### src/rtl/core/ncmc_pkg.sv
`timescale 1ns / 1ps
// ----------------------------------------------------------------------------
// ncmc_pkg
// Shared constants and types of the nearest-centroid moment classifier.
// ----------------------------------------------------------------------------
package ncmc_pkg;

  localparam int NUM_CLASSES_DEF = 9;
  localparam int COUNT_WIDTH_DEF = 16;

  localparam int NUM_MOMENTS = 7;
  localparam int MOMENT_W    = 24;
  localparam int LABEL_W     = 4;
  localparam int DIGIT_W     = 4;
  localparam int SQ_W        = 2 * MOMENT_W + 2;
  localparam int SUM_W       = SQ_W + 3;
  localparam int QUOT_W      = MOMENT_W;
  localparam int BIT_W       = $clog2(QUOT_W);
  localparam int S_DATA_W    = ((NUM_MOMENTS * MOMENT_W + LABEL_W + 7) / 8) * 8;
  localparam int M_DATA_W    = ((DIGIT_W + 7) / 8) * 8;

  typedef struct packed {
    logic             load;
    logic             mul;
    logic             dinit;
    logic             dstep;
    logic [BIT_W-1:0] bit_idx;
    logic             write;
  } lane_ctrl_t;

endpackage

### src/rtl/core/ncmc_lane.sv
`timescale 1ns / 1ps
// ----------------------------------------------------------------------------
// ncmc_lane
// One moment lane: holds this moment of every centroid, squares the distance
// to the selected class, and runs the running-mean update with a
// bit-per-cycle divider.
// ----------------------------------------------------------------------------
module ncmc_lane #(
  parameter int NUM_CLASSES = ncmc_pkg::NUM_CLASSES_DEF,
  parameter int COUNT_WIDTH = ncmc_pkg::COUNT_WIDTH_DEF,
  parameter int CLS_W       = $clog2(NUM_CLASSES)
) (
  input  logic                        clk,
  input  logic                        rst,
  input  ncmc_pkg::lane_ctrl_t        ctrl,
  input  logic [CLS_W-1:0]            cls,
  input  logic [COUNT_WIDTH-1:0]      cnt,
  input  logic [ncmc_pkg::MOMENT_W-1:0] x_in,
  output logic [ncmc_pkg::SQ_W-1:0]   sq
);
  import ncmc_pkg::*;

  localparam int NUM_W = MOMENT_W + COUNT_WIDTH + 2;

  logic signed [MOMENT_W-1:0]      cen [NUM_CLASSES];
  logic signed [MOMENT_W-1:0]      x;
  logic signed [MOMENT_W-1:0]      mean;
  logic signed [MOMENT_W:0]        diff;
  logic signed [COUNT_WIDTH:0]     cnt_s;
  logic signed [MOMENT_W+COUNT_WIDTH:0] prod;
  logic signed [NUM_W-1:0]         num;
  logic        [NUM_W-1:0]         rem;
  logic        [NUM_W-1:0]         dsh;
  logic        [COUNT_WIDTH:0]     divisor;
  logic        [QUOT_W-1:0]        quot;
  logic                            neg;

  assign mean    = cen[cls];
  assign diff    = (MOMENT_W+1)'(x) - (MOMENT_W+1)'(mean);
  assign cnt_s   = $signed({1'b0, cnt});
  assign prod    = mean * cnt_s;
  assign divisor = (COUNT_WIDTH+1)'(cnt) + 1'b1;
  assign dsh     = NUM_W'(divisor) << ctrl.bit_idx;

  always_ff @(posedge clk) begin
    if (rst) begin
      for (int i = 0; i < NUM_CLASSES; i++) cen[i] <= '0;
    end else if (ctrl.write) begin
      cen[cls] <= neg ? MOMENT_W'(-quot) : MOMENT_W'(quot);
    end
  end

  always_ff @(posedge clk) begin
    if (ctrl.load) x <= x_in;
    sq <= SQ_W'(diff * diff);
    if (ctrl.mul) num <= NUM_W'(prod) + NUM_W'(x);
    if (ctrl.dinit) begin
      neg  <= num[NUM_W-1];
      rem  <= num[NUM_W-1] ? NUM_W'(-num) : NUM_W'(num);
      quot <= '0;
    end else if (ctrl.dstep && rem >= dsh) begin
      rem               <= rem - dsh;
      quot[ctrl.bit_idx] <= 1'b1;
    end
  end

endmodule

### config.mk
export PLATFORM = sky130hd
export DESIGN_NAME = ncmc_lane
export DESIGN_NICKNAME = d
export VERILOG_FILES = /design/src/rtl/core/ncmc_pkg.sv /design/src/rtl/core/ncmc_lane.sv
export SDC_FILE = /design/constraint.sdc
export NUM_CORES = 2
export LEC_CHECK = 0
export BUFFER_PORTS_ARGS = -buffer_cell sky130_fd_sc_hd__buf_4
export CORE_ASPECT_RATIO = 0.75
export CORE_UTILIZATION = 66
export CTS_CLUSTER_DIAMETER = 120
export DETAILED_ROUTE_END_ITERATION = 7
export PLACE_DENSITY = 0.83
export SETUP_SLACK_MARGIN = 0.2
export SLEW_MARGIN = 20
export SYNTH_ARGS = -nofsm -noshare
export SYNTH_HDL_FRONTEND = slang
export SYNTH_SLANG_ARGS = --single-unit
export TNS_END_PERCENT = 50
### constraint.sdc
create_clock -name clk -period 13.9 [get_ports clk]
set_input_delay 0.695 -clock clk [delete_from_list [all_inputs] [get_ports clk]]
set_output_delay 0.695 -clock clk [all_outputs]
set_load 0.02 [all_outputs]
==> summary.md <==
| Metric | Value |
|---|---|
| Worst Tran Pin Value | 1.16 ns |
| Xor/xnor share of the synthesized area | 0.0311 |
| Mapped Area | approximately 0.062 mm² |
| Synth cell types | 90 |
| Total wire length | 171 mm |
| Setup TNS | 0 ns |
| TritonRoute pass-1 iters | 8 |
| Slew Limit Headroom | 0.219 |
| Largest stage delay, worst path | 0.75 ns |
| # Post-CTS Setup Buffers | 0 |
| First-pass GRT wire length | 264 mm |
| Startpoint Class | input port |
| Vias/cell | 6.22 |
| IO Pins | ~110 |
| # clock sinks | 566 |
| Synth top area share | 0.328 |
| GRT Total Usage | 0.371 |
| Min cycle time layout | 12.32 ns |
| Post-Synth Adder-Cell Area | 0.392 |
| Clock-pin slew on the worst setup and hold paths | about 0.07 ns |
| Final instance area | about 0.066 mm² |
| Most common cell in the netlist | inv_1 |
| Critical path class | input port to flop |
| Fmax | 0.0812 GHz |
| Syn Nets | 7263 |
| Ys async rst share | 0 |
| Top cells by count, synth | inv_1, fa_1, nand2_1 |
| Synth Register Bits | roughly 570 |
| Status | complete, but fails checks |
| Post-synth EDFFs | 493 |
| CP Data Required Time | about 14 ns |
| Crit Path Max Fanout | 56 |
| Hold buffer count at CTS | 0 |
| Mux cell area share after synthesis | 0.0503 |
| Die Span Y | 267 µm |
| Area leader, netlist | fa_1 |
| # port buffers | 104 |
| RSZ-0062 raised after global routing | false |
| Utilization after layout | 0.714 |
| Initial drt markers | around 5.7k |
| Hold Fails Final Rpt | 0 |
| Clock Tree Root | clkbuf_16 |
| Site Rows | 96 |
| # resized after CTS | 0 |
| Placer Congestion | around 1.0 |
| Sequential cell area fraction in the yosys report | 0.263 |
| DRC viols | 15 |
| Die ar. | 0.0951 mm² |
| Antenna-violating nets left | 0 |
| Core area | between 0.09 and 0.1 mm² |
| H-tree depth | 2 |
| Drt wl/cell | 23.9 µm |
| Vias in the first global route | around 46k |
| Layout filler cell count | between 6k and 7k |
| Post-layout net count | about 7.3k |
| CP max-delay cell | mux4_2 |
| Initial core utilization | 0.672 |
| Initial antenna violation count | 6 |
| TritonCTS Buffers | 57 |
| Synth Area in Simple Gates | 0.111 |
| Horiz. Die Dim | 356 µm |
| Setup violators final | 0 |
| Primary FF master, synth | edfxtp_1 |
| Main combinational cell family by area after synthesis | adder cells |
| Synth top area cells | fa_1, edfxtp_1, inv_1, ha_1, mux4_2 |
| Clk Latency, worst-skew pair | 0.69 ns |
| Via count | around 44k |
| Most used cell, CP | fa_1 |
| Hold Path Class | input port to flop |
| CTS Buffer Depth | 3 |
| Failing checks | design-rule violations |
| Skew final | 0.0626 ns |
| Yosys Warn Count | 0 |
| Synthesized instance count | 5875 |
| Fin crit share | 0.886 |
| CTS tree | yes |
| GRT Residual Overflow | 0 |
| Pins Over Slew Limit | 0 |
| Maxcap violations | 0 |
| Hpwl dp | 127 mm |
| Largest net degree at the start of global routing | 94 |
| Synthesis-to-layout area growth | 6.25% |
| Syn avg cell area | 10.5 µm² |
| Worst Setup End Kind | flop |
| Placed cell area | approximately 0.064 mm² |
| CP Data Arrival Time | 12.89 ns |
| Compound-Gate Fraction of Synth Area | 0.0667 |
| Fraction of layout cells with a size suffix above 1 | 0.0764 |
## registers in the layout (all words and copies together) (netlist names)
signal	count
cen	384
sq	49
num	42
rem	42
quot	24
x	24
neg	1
## area by class of cell
class | instances | area (µm²) | share of cell area
multi-input cells | 3882 | 40400 | 0.614
flip-flops and latches | 566 | 16300 | 0.247
inverters | 1190 | 4470 | 0.0679
well taps | 1225 | 1530 | 0.0233
clock buffers | 63 | 1470 | 0.0223
repair buffers | 169 | 1280 | 0.0195
clock inverters | 44 | 402 | 0.00610
diodes | 5 | 12.5 | 0.000190
## per-stage QoR
| step | hold WS [ns] | setup slack (ns) | std cells |
|---|---|---|---|
| 2_1_floorplan | 0.424 | 2.65 | 5875 |
| 3_3_place_gp | 0.502 | 1.33 | 7032 |
| 3_5_place_dp | 0.511 | 1.00 | 7032 |
| 4_1_cts | 0.167 | 1.75 | 7139 |
| 5_1_grt | 0.193 | 0.947 | 7139 |
| 6_report | 0.195 | 1.58 | 7144 |
## layer usage
layer / global-route usage / wire, µm / up-vias
li1: - / - / 18700
met1: 0.508 / 62900 / 21800
met2: 0.546 / 73500 / 3348
met3: 0.128 / 26000 / 607
met4: 0.151 / 8090 / 4
met5: 0 / 27 / -
## path summary, 6_finish.rpt
kind	depth (start not counted)	start	to	slack (ns)
worst min-delay path	1	x_in[15]	x[15]	0.20
worst min register to register	2	quot[23]	quot[23]	0.53
worst max-delay path	38	cls[0]	sq[48]	1.58
worst max register to register	37	cen[4][0]	sq[48]	1.96
## cells by family (layout without fill, tap and decap cells)
| family | Yosys count | in the layout |
|---|---|---|
| AOI/OAI and AO/OA | 624 | 624 |
| muxes | 160 | 160 |
| xor gates and xnor gates | 218 | 218 |
| adders and majority gates | 1332 | 1332 |
| DFF | 566 | 566 |
| buffers and inverters | 1427 | 1466 |
| other | 1 | 6 |
| and+or+nand+nor | 1547 | 1547 |
## critical path: cells and delay by family
family                   cells  cell delay [ns]
buffers and inverters        8             1.66
XOR/XNOR                     2             0.37
AO/OA/AOI/OAI               13             3.40
AND/OR/NAND/NOR              3             0.68
adder cells (fa/ha/maj)     10             4.64
multiplexers                 2             1.34
## cells in the final DEF, fill, tap and decap left out, drive strengths merged, types with 21 or more instances in the layout
cell    Yosys  final
nand3      47     47
nand4      21     21
nor2b      30     30
nand2     578    578
fa       1014   1014
edfxtp    493    493
nor2      530    530
dfxtp      73     73
ha        318    318
a21oi     160    160
o22ai      29     29
or3        25     25
clkinv      8     36
nor3       35     35
o31ai      30     30
xor2       57     57
mux4      120    120
and3       24     24
and2      151    151
clkbuf    195     63
buf        42    169
o21ai     114    114
inv      1182   1192
o21a       30     30
xnor2     161    161
a21o       99     99
mux2i      31     31
nand2b     56     56
Power is not shown: default switching activity piles up to over one toggle a cycle in this logic, so the estimate is an artifact.
