--- src/rtl/core/ncmc_pkg.sv ---
`timescale 1ns / 1ps
// ----------------------------------------------------------------------------
// ncmc_pkg
// Shared constants and types of the nearest-centroid moment classifier.
// ----------------------------------------------------------------------------
package ncmc_pkg;

  localparam int NUM_CLASSES_DEF = 9;
  localparam int COUNT_WIDTH_DEF = 16;

  localparam int NUM_MOMENTS = 7;
  localparam int MOMENT_W    = 24;
  localparam int LABEL_W     = 4;
  localparam int DIGIT_W     = 4;
  localparam int SQ_W        = 2 * MOMENT_W + 2;
  localparam int SUM_W       = SQ_W + 3;
  localparam int QUOT_W      = MOMENT_W;
  localparam int BIT_W       = $clog2(QUOT_W);
  localparam int S_DATA_W    = ((NUM_MOMENTS * MOMENT_W + LABEL_W + 7) / 8) * 8;
  localparam int M_DATA_W    = ((DIGIT_W + 7) / 8) * 8;

  typedef struct packed {
    logic             load;
    logic             mul;
    logic             dinit;
    logic             dstep;
    logic [BIT_W-1:0] bit_idx;
    logic             write;
  } lane_ctrl_t;

endpackage

--- src/rtl/core/ncmc_merge.sv ---
`timescale 1ns / 1ps
// ----------------------------------------------------------------------------
// ncmc_merge
// Sums the lane squares of one class and keeps the running minimum,
// lowest class winning ties.
// ----------------------------------------------------------------------------
module ncmc_merge #(
  parameter int NUM_CLASSES = ncmc_pkg::NUM_CLASSES_DEF,
  parameter int CLS_W       = $clog2(NUM_CLASSES)
) (
  input  logic                      clk,
  input  logic                      rst,
  input  logic                      issue_valid,
  input  logic [CLS_W-1:0]          issue_cls,
  input  logic [ncmc_pkg::SQ_W-1:0] sq [ncmc_pkg::NUM_MOMENTS],
  output logic                      done,
  output logic [CLS_W-1:0]          best_cls
);
  import ncmc_pkg::*;

  logic             va, vb;
  logic [CLS_W-1:0] ca, cb;
  logic [SUM_W-1:0] sum, best, sum_next;

  always_comb begin
    sum_next = '0;
    for (int i = 0; i < NUM_MOMENTS; i++) sum_next = sum_next + SUM_W'(sq[i]);
  end

  always_ff @(posedge clk) begin
    if (rst) begin
      va   <= 1'b0;
      vb   <= 1'b0;
      done <= 1'b0;
    end else begin
      va   <= issue_valid;
      vb   <= va;
      done <= vb && (32'(cb) == NUM_CLASSES - 1);
    end
    ca  <= issue_cls;
    cb  <= ca;
    sum <= sum_next;
    if (vb && (cb == '0 || sum < best)) begin
      best     <= sum;
      best_cls <= cb;
    end
  end

endmodule
--- config.mk ---
export PLATFORM = sky130hd
export DESIGN_NAME = ncmc_merge
export DESIGN_NICKNAME = d
export VERILOG_FILES = /design/src/rtl/core/ncmc_pkg.sv /design/src/rtl/core/ncmc_merge.sv
export SDC_FILE = /design/constraint.sdc
export NUM_CORES = 1
export LEC_CHECK = 0
export BUFFER_PORTS_ARGS = -buffer_cell sky130_fd_sc_hd__buf_4
export CAP_MARGIN = 15
export CORE_MARGIN = 8
export CORE_UTILIZATION = 50
export CTS_BUF_LIST = sky130_fd_sc_hd__clkbuf_4 sky130_fd_sc_hd__clkbuf_8 sky130_fd_sc_hd__clkbuf_16
export CTS_CLUSTER_DIAMETER = 60
export DETAILED_ROUTE_END_ITERATION = 7
export PLACE_DENSITY = 0.78
export SLEW_MARGIN = 10
export SYNTH_ARGS = -nofsm -noshare
export SYNTH_HDL_FRONTEND = slang
export SYNTH_SLANG_ARGS = --single-unit
--- constraint.sdc ---
create_clock -name clk -period 5.25 [get_ports clk]
set_input_delay 1.05 -clock clk [delete_from_list [all_inputs] [get_ports clk]]
set_output_delay 1.05 -clock clk [all_outputs]
set_load 0.005 [all_outputs]
==> results.txt, run 1 <==
Yosys mapped the design onto 68 distinct sky130hd cell types. The number of storage elements in the synthesis netlist works out to 121. The HPWL after detailed placement was 28,600 um; the final wirelength was 32,100 um. The count of antenna-violating nets left after detailed routing was 0; the final clock period utilization by the worst path was 100%.

After detailed routing, the number of remaining DRC violations is 0. The leakage power is 0.0106 uW, and the area growth from synthesis to layout is 33.5%. From bottom edge to top edge, the die measures 185 um. The total area inside the core boundary comes to 28,500 um^2. Cells fill 67.0% of the core in the end. Startpoint kind of the worst setup timing path: an input pin.

No sink is reached through more buffers than the 2 on the longest clock path. The die width was 185 um; the number of antenna violations at the first check in global routing was 0. Yosys instantiated no cell more often than inv_1. The length of the first detailed-routing pass in iterations came out at 5.

The die covers 34,300 um^2. The number of hold buffers added after CTS came out at 0. The run finished, with violations left. Setup repair after global routing could not meet its margin everywhere. For the max-slew violation count, the log shows 0. By count the netlist is led by 606 x inv_1, 248 x fa_1, 107 x ha_1. The tools report the worst setup path startpoint as sq[102]. The tools report the number of global-route vias before repair as 12,700. The required time at the worst-slack endpoint was 5.55 ns. The type of the tightest min-delay check is flip-flop to flip-flop.

The total of buffers placed on input and output ports is 361, and the number of cells traversed by the worst register-to-register path is 11. The maximum achievable frequency is 190 MHz, and the post-synthesis instance area is 14,300 um^2. For the final worst setup slack, the log shows -0.0215 ns. The master cell of the clock root buffer was clkbuf_16. In the final layout, the share of cells above drive strength 1 is 28.7%. Total clock sinks: 121. For this design the top-level I/O count stands at 362. For this block, the initial DRC count from the detailed router was 365. After clock tree synthesis, the clock-pin slew on the worst setup and hold paths is 0.06 ns. The worst setup path is of the input pin to flip-flop kind. The met1 wire length is 12,700 um. A synthesized cell averages 9.58 um^2. For the final database, setup skew stands at 0.0112 ns. At the later pin of the worst-skew pair, clock insertion delay measures 0.41 ns.

For this run, the post-layout net count is 2,681. In this run the power density over the cells is 694 nW/um^2. TritonCTS built the clock tree. Of all flip-flops after synthesis, the portion carrying an async set or reset was 0%. In this run the most critical hold path is launched from ca[2].

The kind of end point of the critical path is a flip-flop. The total overflow left after global routing is 0. The count of flip-flops with a built-in enable after synthesis is 57. For flop-to-flop paths, the worst setup slack is 2.23 ns. The logs give -0.0215 ns for the setup TNS after final layout and 19.4% for the overall routing resource usage. The design draws 13,200 uW.

In this run the critical register-to-register path is captured at best[22]. The run gives 17 as the number of buffers created by CTS. Along the worst hold path, the cell count comes to 0. Across the run, the number of max-cap violations was 0. The path with the worst hold slack has its endpoint at cb[2]. The biggest area contributor in the post-synthesis netlist is fa_1.

Mean number of vias per cell: 4.64. The checks that failed: negative setup slack. The logs give 0 for the final-report hold violation count and 18,300 um^2 for the area after detailed placement. The Yosys step of the flow raised 0 warnings.

In this run the core area contains 62 standard-cell rows. Synthesis handed over a netlist of 1,493 instances. Summed over its instances, the top area cell type makes up 34.7% of the synthesized netlist area. The routed design uses 17,000 um of met2 wire. For the pin with the worst max-slew slack, the measured transition is 0.450 ns.

In this run the critical register-to-register path is launched from sum[46]. The number of inserted diodes was 0. The clock tree synthesis step divided the H-tree into 4 levels. The final weighted congestion in routability-driven placement was 0.907. The maximum fanout along the worst path came out at 4.

Sorting the synthesized cells by area gives the leading types as fa_1 35%, inv_1 16%, edfxtp_1 12%, ha_1 9.4%, dfxtp_1 9.0%. The worst voltage drop across the vdd grid is 0.369 mV. Main flop type after synthesis: dfxtp_1. Measured against its own limit, the worst slew margin works out to 69.2%.

Sequential share of the synthesized area: 20.9%. The initial utilization of the core area, before any placement, comes to 50.2%. Data arrives at the worst endpoint at 5.57 ns.

The tightest hold margin is 0.324 ns, and the routed via count is 11,000. Entering global routing, the biggest net connects 33 pins. Subtracting the final worst setup slack from the clock period gives 5.27 ns.

After detailed routing, no signal wire sits above met4. The global-route wire length before repair was 54,900 um; the detailed-routed wire length on met3 was 1860 um. Synthesis produced a netlist with a net count of 2,205. The run gives 19,100 um^2 as the cell area after layout. Final number of setup-violating endpoints: 1. Average routed wire per standard cell: 13.6 um.
[cells in the final DEF (no fill, tap or decap), drive strengths merged, types with 3 or more instances in the layout]
master and count:
a31oi 6, and3 5, nor2b 7, fa 248, inv 617, edfxtp 57
a21oi 61, o31ai 3, clkbuf 18, o211ai 4, o21bai 11, nand3 11
nor3 5, or2 3, nand2b 8, o21ai 34, nor2 26, a221oi 4
nand2 39, and2 3, o21a 11, dfxtp 64, ha 107, a21o 52
nand4 16, xor2 14, a311oi 3, a211oi 10, buf 470, xnor2 34
[where the power goes]
part	leakage, uW	internal, uW	total, uW	switching [uW]
logic	0.00925	5240	10500	5230
clock network	0.000281	637	1090	455
registers	0.00106	1510	1680	170
[repair_timing]
item                                    in CTS  in global routing
gates resized for setup                     12                 29
endpoints found under the setup margin      16                 18
buffers inserted                             3                  6
pin swaps                                   15                 47
[per-layer routing]
layer / up-vias / global-route usage [%]
li1: 5363 / -
met1: 5263 / 22.2
met2: 310 / 36.2
met3: 43 / 3.98
met4: 0 / 5.06
met5: - / 0
[how the worst max path moves through the flow]
stage                    to  slack [ns]  depth (start not counted)
global placement    sum[47]       -0.55                         19
global route        sum[37]       -0.15                         18
detailed placement  sum[47]       -0.59                         19
CTS                 sum[37]       -0.03                         18
floorplan           sum[37]       -0.11                         18
finish              sum[33]       -0.02                         18
[through the flow]
stage / std cells / worst slack [ns]
2_1_floorplan: 1493 / -0.111
3_3_place_gp: 2325 / -0.553
3_5_place_dp: 2325 / -0.590
4_1_cts: 2360 / -0.0272
5_1_grt: 2366 / -0.153
6_report: 2366 / -0.0215
[layout make-up]
type,instances,area (um^2)
timing repair buffer,470,3530
inverter,606,2270
clock inverter,14,126
tap,384,480
fill,2183,9380
clock buffer,18,439
multi-input combinational,753,9240
sequential,121,2990
[state kept, by name, indices dropped and copies added (netlist names)]
name	flops
vb	1
done	1
best	53
ca	4
best_cls	4
cb	4
sum	53
va	1
[cells by family after synthesis]
family | share of synthesized area, %
fa+ha+maj | 44.1
xor+xnor | 2.94
compound gates | 10.8
buf+inv | 16.4
flops | 20.9
simple gates | 4.92
[worst max-delay path, cell delays in order]
cell and delay, ns:
buf_6 0.07, inv_2 0.03, fa_1 0.55, inv_2 0.04, fa_1 0.49, fa_1 0.57, inv_2 0.04, fa_2 0.45
fa_2 0.37, nand2b_4 0.15, a211o_1 0.28, a211o_1 0.38, a21oi_4 0.23, a21oi_4 0.11, o21a_2 0.22, o31a_1 0.27
buf_4 0.15, xnor2_2 0.11
(Power assumes the default switching activity.)
==> run 2: changes to the inputs <==
--- a/config.mk
+++ b/config.mk
@@ -12,6 +12,7 @@
 export CTS_BUF_LIST = sky130_fd_sc_hd__clkbuf_4 sky130_fd_sc_hd__clkbuf_8 sky130_fd_sc_hd__clkbuf_16
 export CTS_CLUSTER_DIAMETER = 60
 export DETAILED_ROUTE_END_ITERATION = 7
+export GPL_TIMING_DRIVEN = 0
 export PLACE_DENSITY = 0.78
 export SLEW_MARGIN = 10
 export SYNTH_ARGS = -nofsm -noshare
==> results.txt, run 2 (synthesized netlist as in run 1, its figures left out) <==
The run gives 0 (unchanged) as the max-slew violation count. Compared with the post-synthesis result, the final layout area differs by 31.7%. The run gives -0.355 ns (-0.333 ns) as the setup TNS after final layout.

The detailed router used layers up to and including met4. The met1 wire length was 12,300 um (-3.0%). The buffers plus inverters on the worst setup path is 5 (unchanged). The mean number of vias per cell is 4.68 (+0.94%), and the maximum fanout along the worst path is 4 (unchanged).

The violation count after the first detailed-routing iteration is 335 (-8.2%), and the number of buffers on the longest clock path is 2 (unchanged). The tightest min-delay check is of the flip-flop to flip-flop type. The length of routed met2 wiring was 16,800 um (-0.84%); the required time at the worst-slack endpoint was 5.56 ns (about the same).

Die width: 185 um (unchanged). The die height is 185 um (unchanged). The cell with the largest stage delay on the worst path was fa_1. The peak per-stage delay on the critical path works out to 0.54 ns (-0.03 ns). The checks that failed: negative setup slack. The run gives 28,500 um^2 (unchanged) as the area of the core. The final-report hold violation count is 0 (unchanged). The maximum number of pins on one net before global-route repair was 17 (-48%); the tightest hold margin was 0.323 ns (-0.00148 ns). The final worst setup slack is -0.0670 ns (-0.0454 ns). The maximum achievable frequency was 188 MHz (-0.85%).

Transition time of the tightest slew-check pin: 0.660 ns (+0.210 ns). The sequential cell area was 2990 um^2 (unchanged); the count of H-tree levels built during CTS was 4 (unchanged). The area of the die is 34,300 um^2 (unchanged), and the cell area after layout is 18,800 um^2 (-1.3%). Power per standard cell area: 680 nW/um^2 (-2.1%). The tools report the number of inserted diodes as 0 (unchanged). Most common library cell in the layout ignoring fill and taps: inv_1.

The top cell types in the final layout, fill and taps aside, are 593 x inv_1, 390 x buf_4, 244 x fa_1. The worst endpoint data arrival time was 5.63 ns (+0.06 ns); the clock-pin slew on the worst setup and hold paths was 0.05 ns (about the same). The startpoint kind of the worst setup timing path was an input pin.

The time the worst path needs with I/O delays and setup is 5.32 ns (+0.0454 ns). The remaining global-route overflow came out at 0 (unchanged). The final clock period utilization by the worst path is 101% (+0.87 points). The run gives 0.00815 ns (-0.00301 ns) as the worst-case clock skew.

The final wirelength is 31,800 um (-1.1%). The tools report the kind of end point of the critical path as a flip-flop. Total of buffers placed on input and output ports: 361 (unchanged). The critical path is of the input pin to flip-flop type.

The count of antenna-violating nets left after detailed routing was 0 (unchanged). Traced cell by cell, the critical path runs through buf_6, inv_2, fa_1, inv_1, fa_1, fa_1, inv_2, fa_2, fa_2, nand2b_4, a211o_1, a211o_4, a21oi_4, a21oi_4, a31oi_4, a31o_4, buf_6, a31oi_4, xnor2_1. The routed via count is 10,800 (-1.8%), and the number of global-route vias before repair is 12,200 (-4.1%). The net total in the final layout is 2,617 (-2.4%), and the area after detailed placement is 17,600 um^2 (-3.4%). The share of final-layout standard cells stronger than drive strength 1 came out at 27.5% (-1.1 points). The run gives 2070 um (+12%) as the detailed-routed wire length on met3. The logs give 0 (unchanged) for the number of hold buffers added after CTS and 8 (+7) for the final number of setup-violating endpoints. The starting density of the core came out at 50.2% (unchanged). The dominant delay contributor by cell family on the critical path is adder cells. The run gives 52,900 um (-3.6%) as the global-route wire length before repair. For the residual DRC count, the log shows 0 (unchanged). The logs give 362 (unchanged) for the I/O pin count and 0.0103 uW (-2.8%) for the leakage power.

The logs give 27,600 um (-3.7%) for the HPWL after detailed placement and 18.7% (-0.70 points) for the overall routing resource usage. For the number of buffers created by CTS, the log shows 17 (unchanged). The number of fillers in the final layout was 2,216 (+1.5%).

The run gives 0 (unchanged) as the number of antenna violations at the first check in global routing. The flow ran to the end, but the final reports show violations. The largest registers in the layout are best x53, sum x53.

TritonCTS built the clock tree. The tools report the master cell of the clock root buffer as clkbuf_16. The average routed wire per standard cell was 13.8 um (+1.6%). The total clock sinks is 121 (unchanged). For the number of placed instances, taps included, the log shows 2,245 (-3.4%).

The relative slew slack was 55.8% (-13 points). Length of the first detailed-routing pass in iterations: 4 (-1). In this design, the critical path's most frequently occurring cell is fa_1. The tools report the final weighted congestion in routability-driven placement as 0.923 (+1.7%). The run gives 2,302 (-2.7%) as the filler-free cell count of the finished design.

The max-capacitance violation count was 0 (unchanged). Insertion delay of the later-clocked pin in the worst-skew pair: 0.40 ns (about the same). Setup repair after global routing could not meet its margin everywhere. The area of the multi-input gates was 9450 um^2 (+2.3%); the worst voltage drop across the vdd grid was 0.370 mV (+0.33%). For the row count, the log shows 62 (unchanged).
run 2: cell types whose count changed in the layout (fill, tap and decap cells not counted), sizes merged:
cell,change
bufinv,+2
clkdlybuf4s15,+1
buf,-72
clkinvlp,+1
clkbuf,+10
inv,-9
clkinv,+3
run 2: path summary, 6_finish.rpt:
check             startpoint        to  depth (start not counted)  slack, ns
hold reg to reg        ca[0]     cb[0]                          0       0.32
hold / removal         ca[0]     cb[0]                          0       0.32
setup reg to reg    best[30]  best[37]                         15       1.83
setup / recovery       sq[2]   sum[45]                         19      -0.07
run 2: area by class of cell:
class / count / share of cell area, %
Inverter: 606 / 12.1
Buffer: 10 / 0.279
Clock inverter: 11 / 0.638
Tap cell: 384 / 2.55
Multi-Input combinational cell: 753 / 50.2
Clock buffer: 21 / 2.48
Timing Repair Buffer: 396 / 15.9
Sequential cell: 121 / 15.9
run 2: report_power, final:
group	total, uW	internal [uW]	switching (uW)
clock network	1130	733	398
logic	10000	4640	5350
registers	1680	1510	165
run 2: metal layers:
layer | global-route usage, % | vias to the layer above
li1 | - | 5234
met1 | 21.5 | 5227
met2 | 34.4 | 288
met3 | 4.20 | 33
met4 | 5.25 | 0
met5 | 0 | -
run 2: stage by stage:
stage | setup WS (ns) | util, % | power, uW
final | -0.0670 | 66.2 | 12800
after detailed placement | -0.850 | 61.9 | 10000
after global placement | -0.833 | 61.7 | 9830
after global routing | -0.169 | 66.2 | 14100
after CTS | -0.0973 | 64.8 | 11800
after floorplan | -0.111 | - | 8190
run 2: timing repair:
item                                    CTS  global route
pin swaps                                32            67
gates resized for setup                  26            67
setup buffers                            10            18
endpoints found under the setup margin   21            21
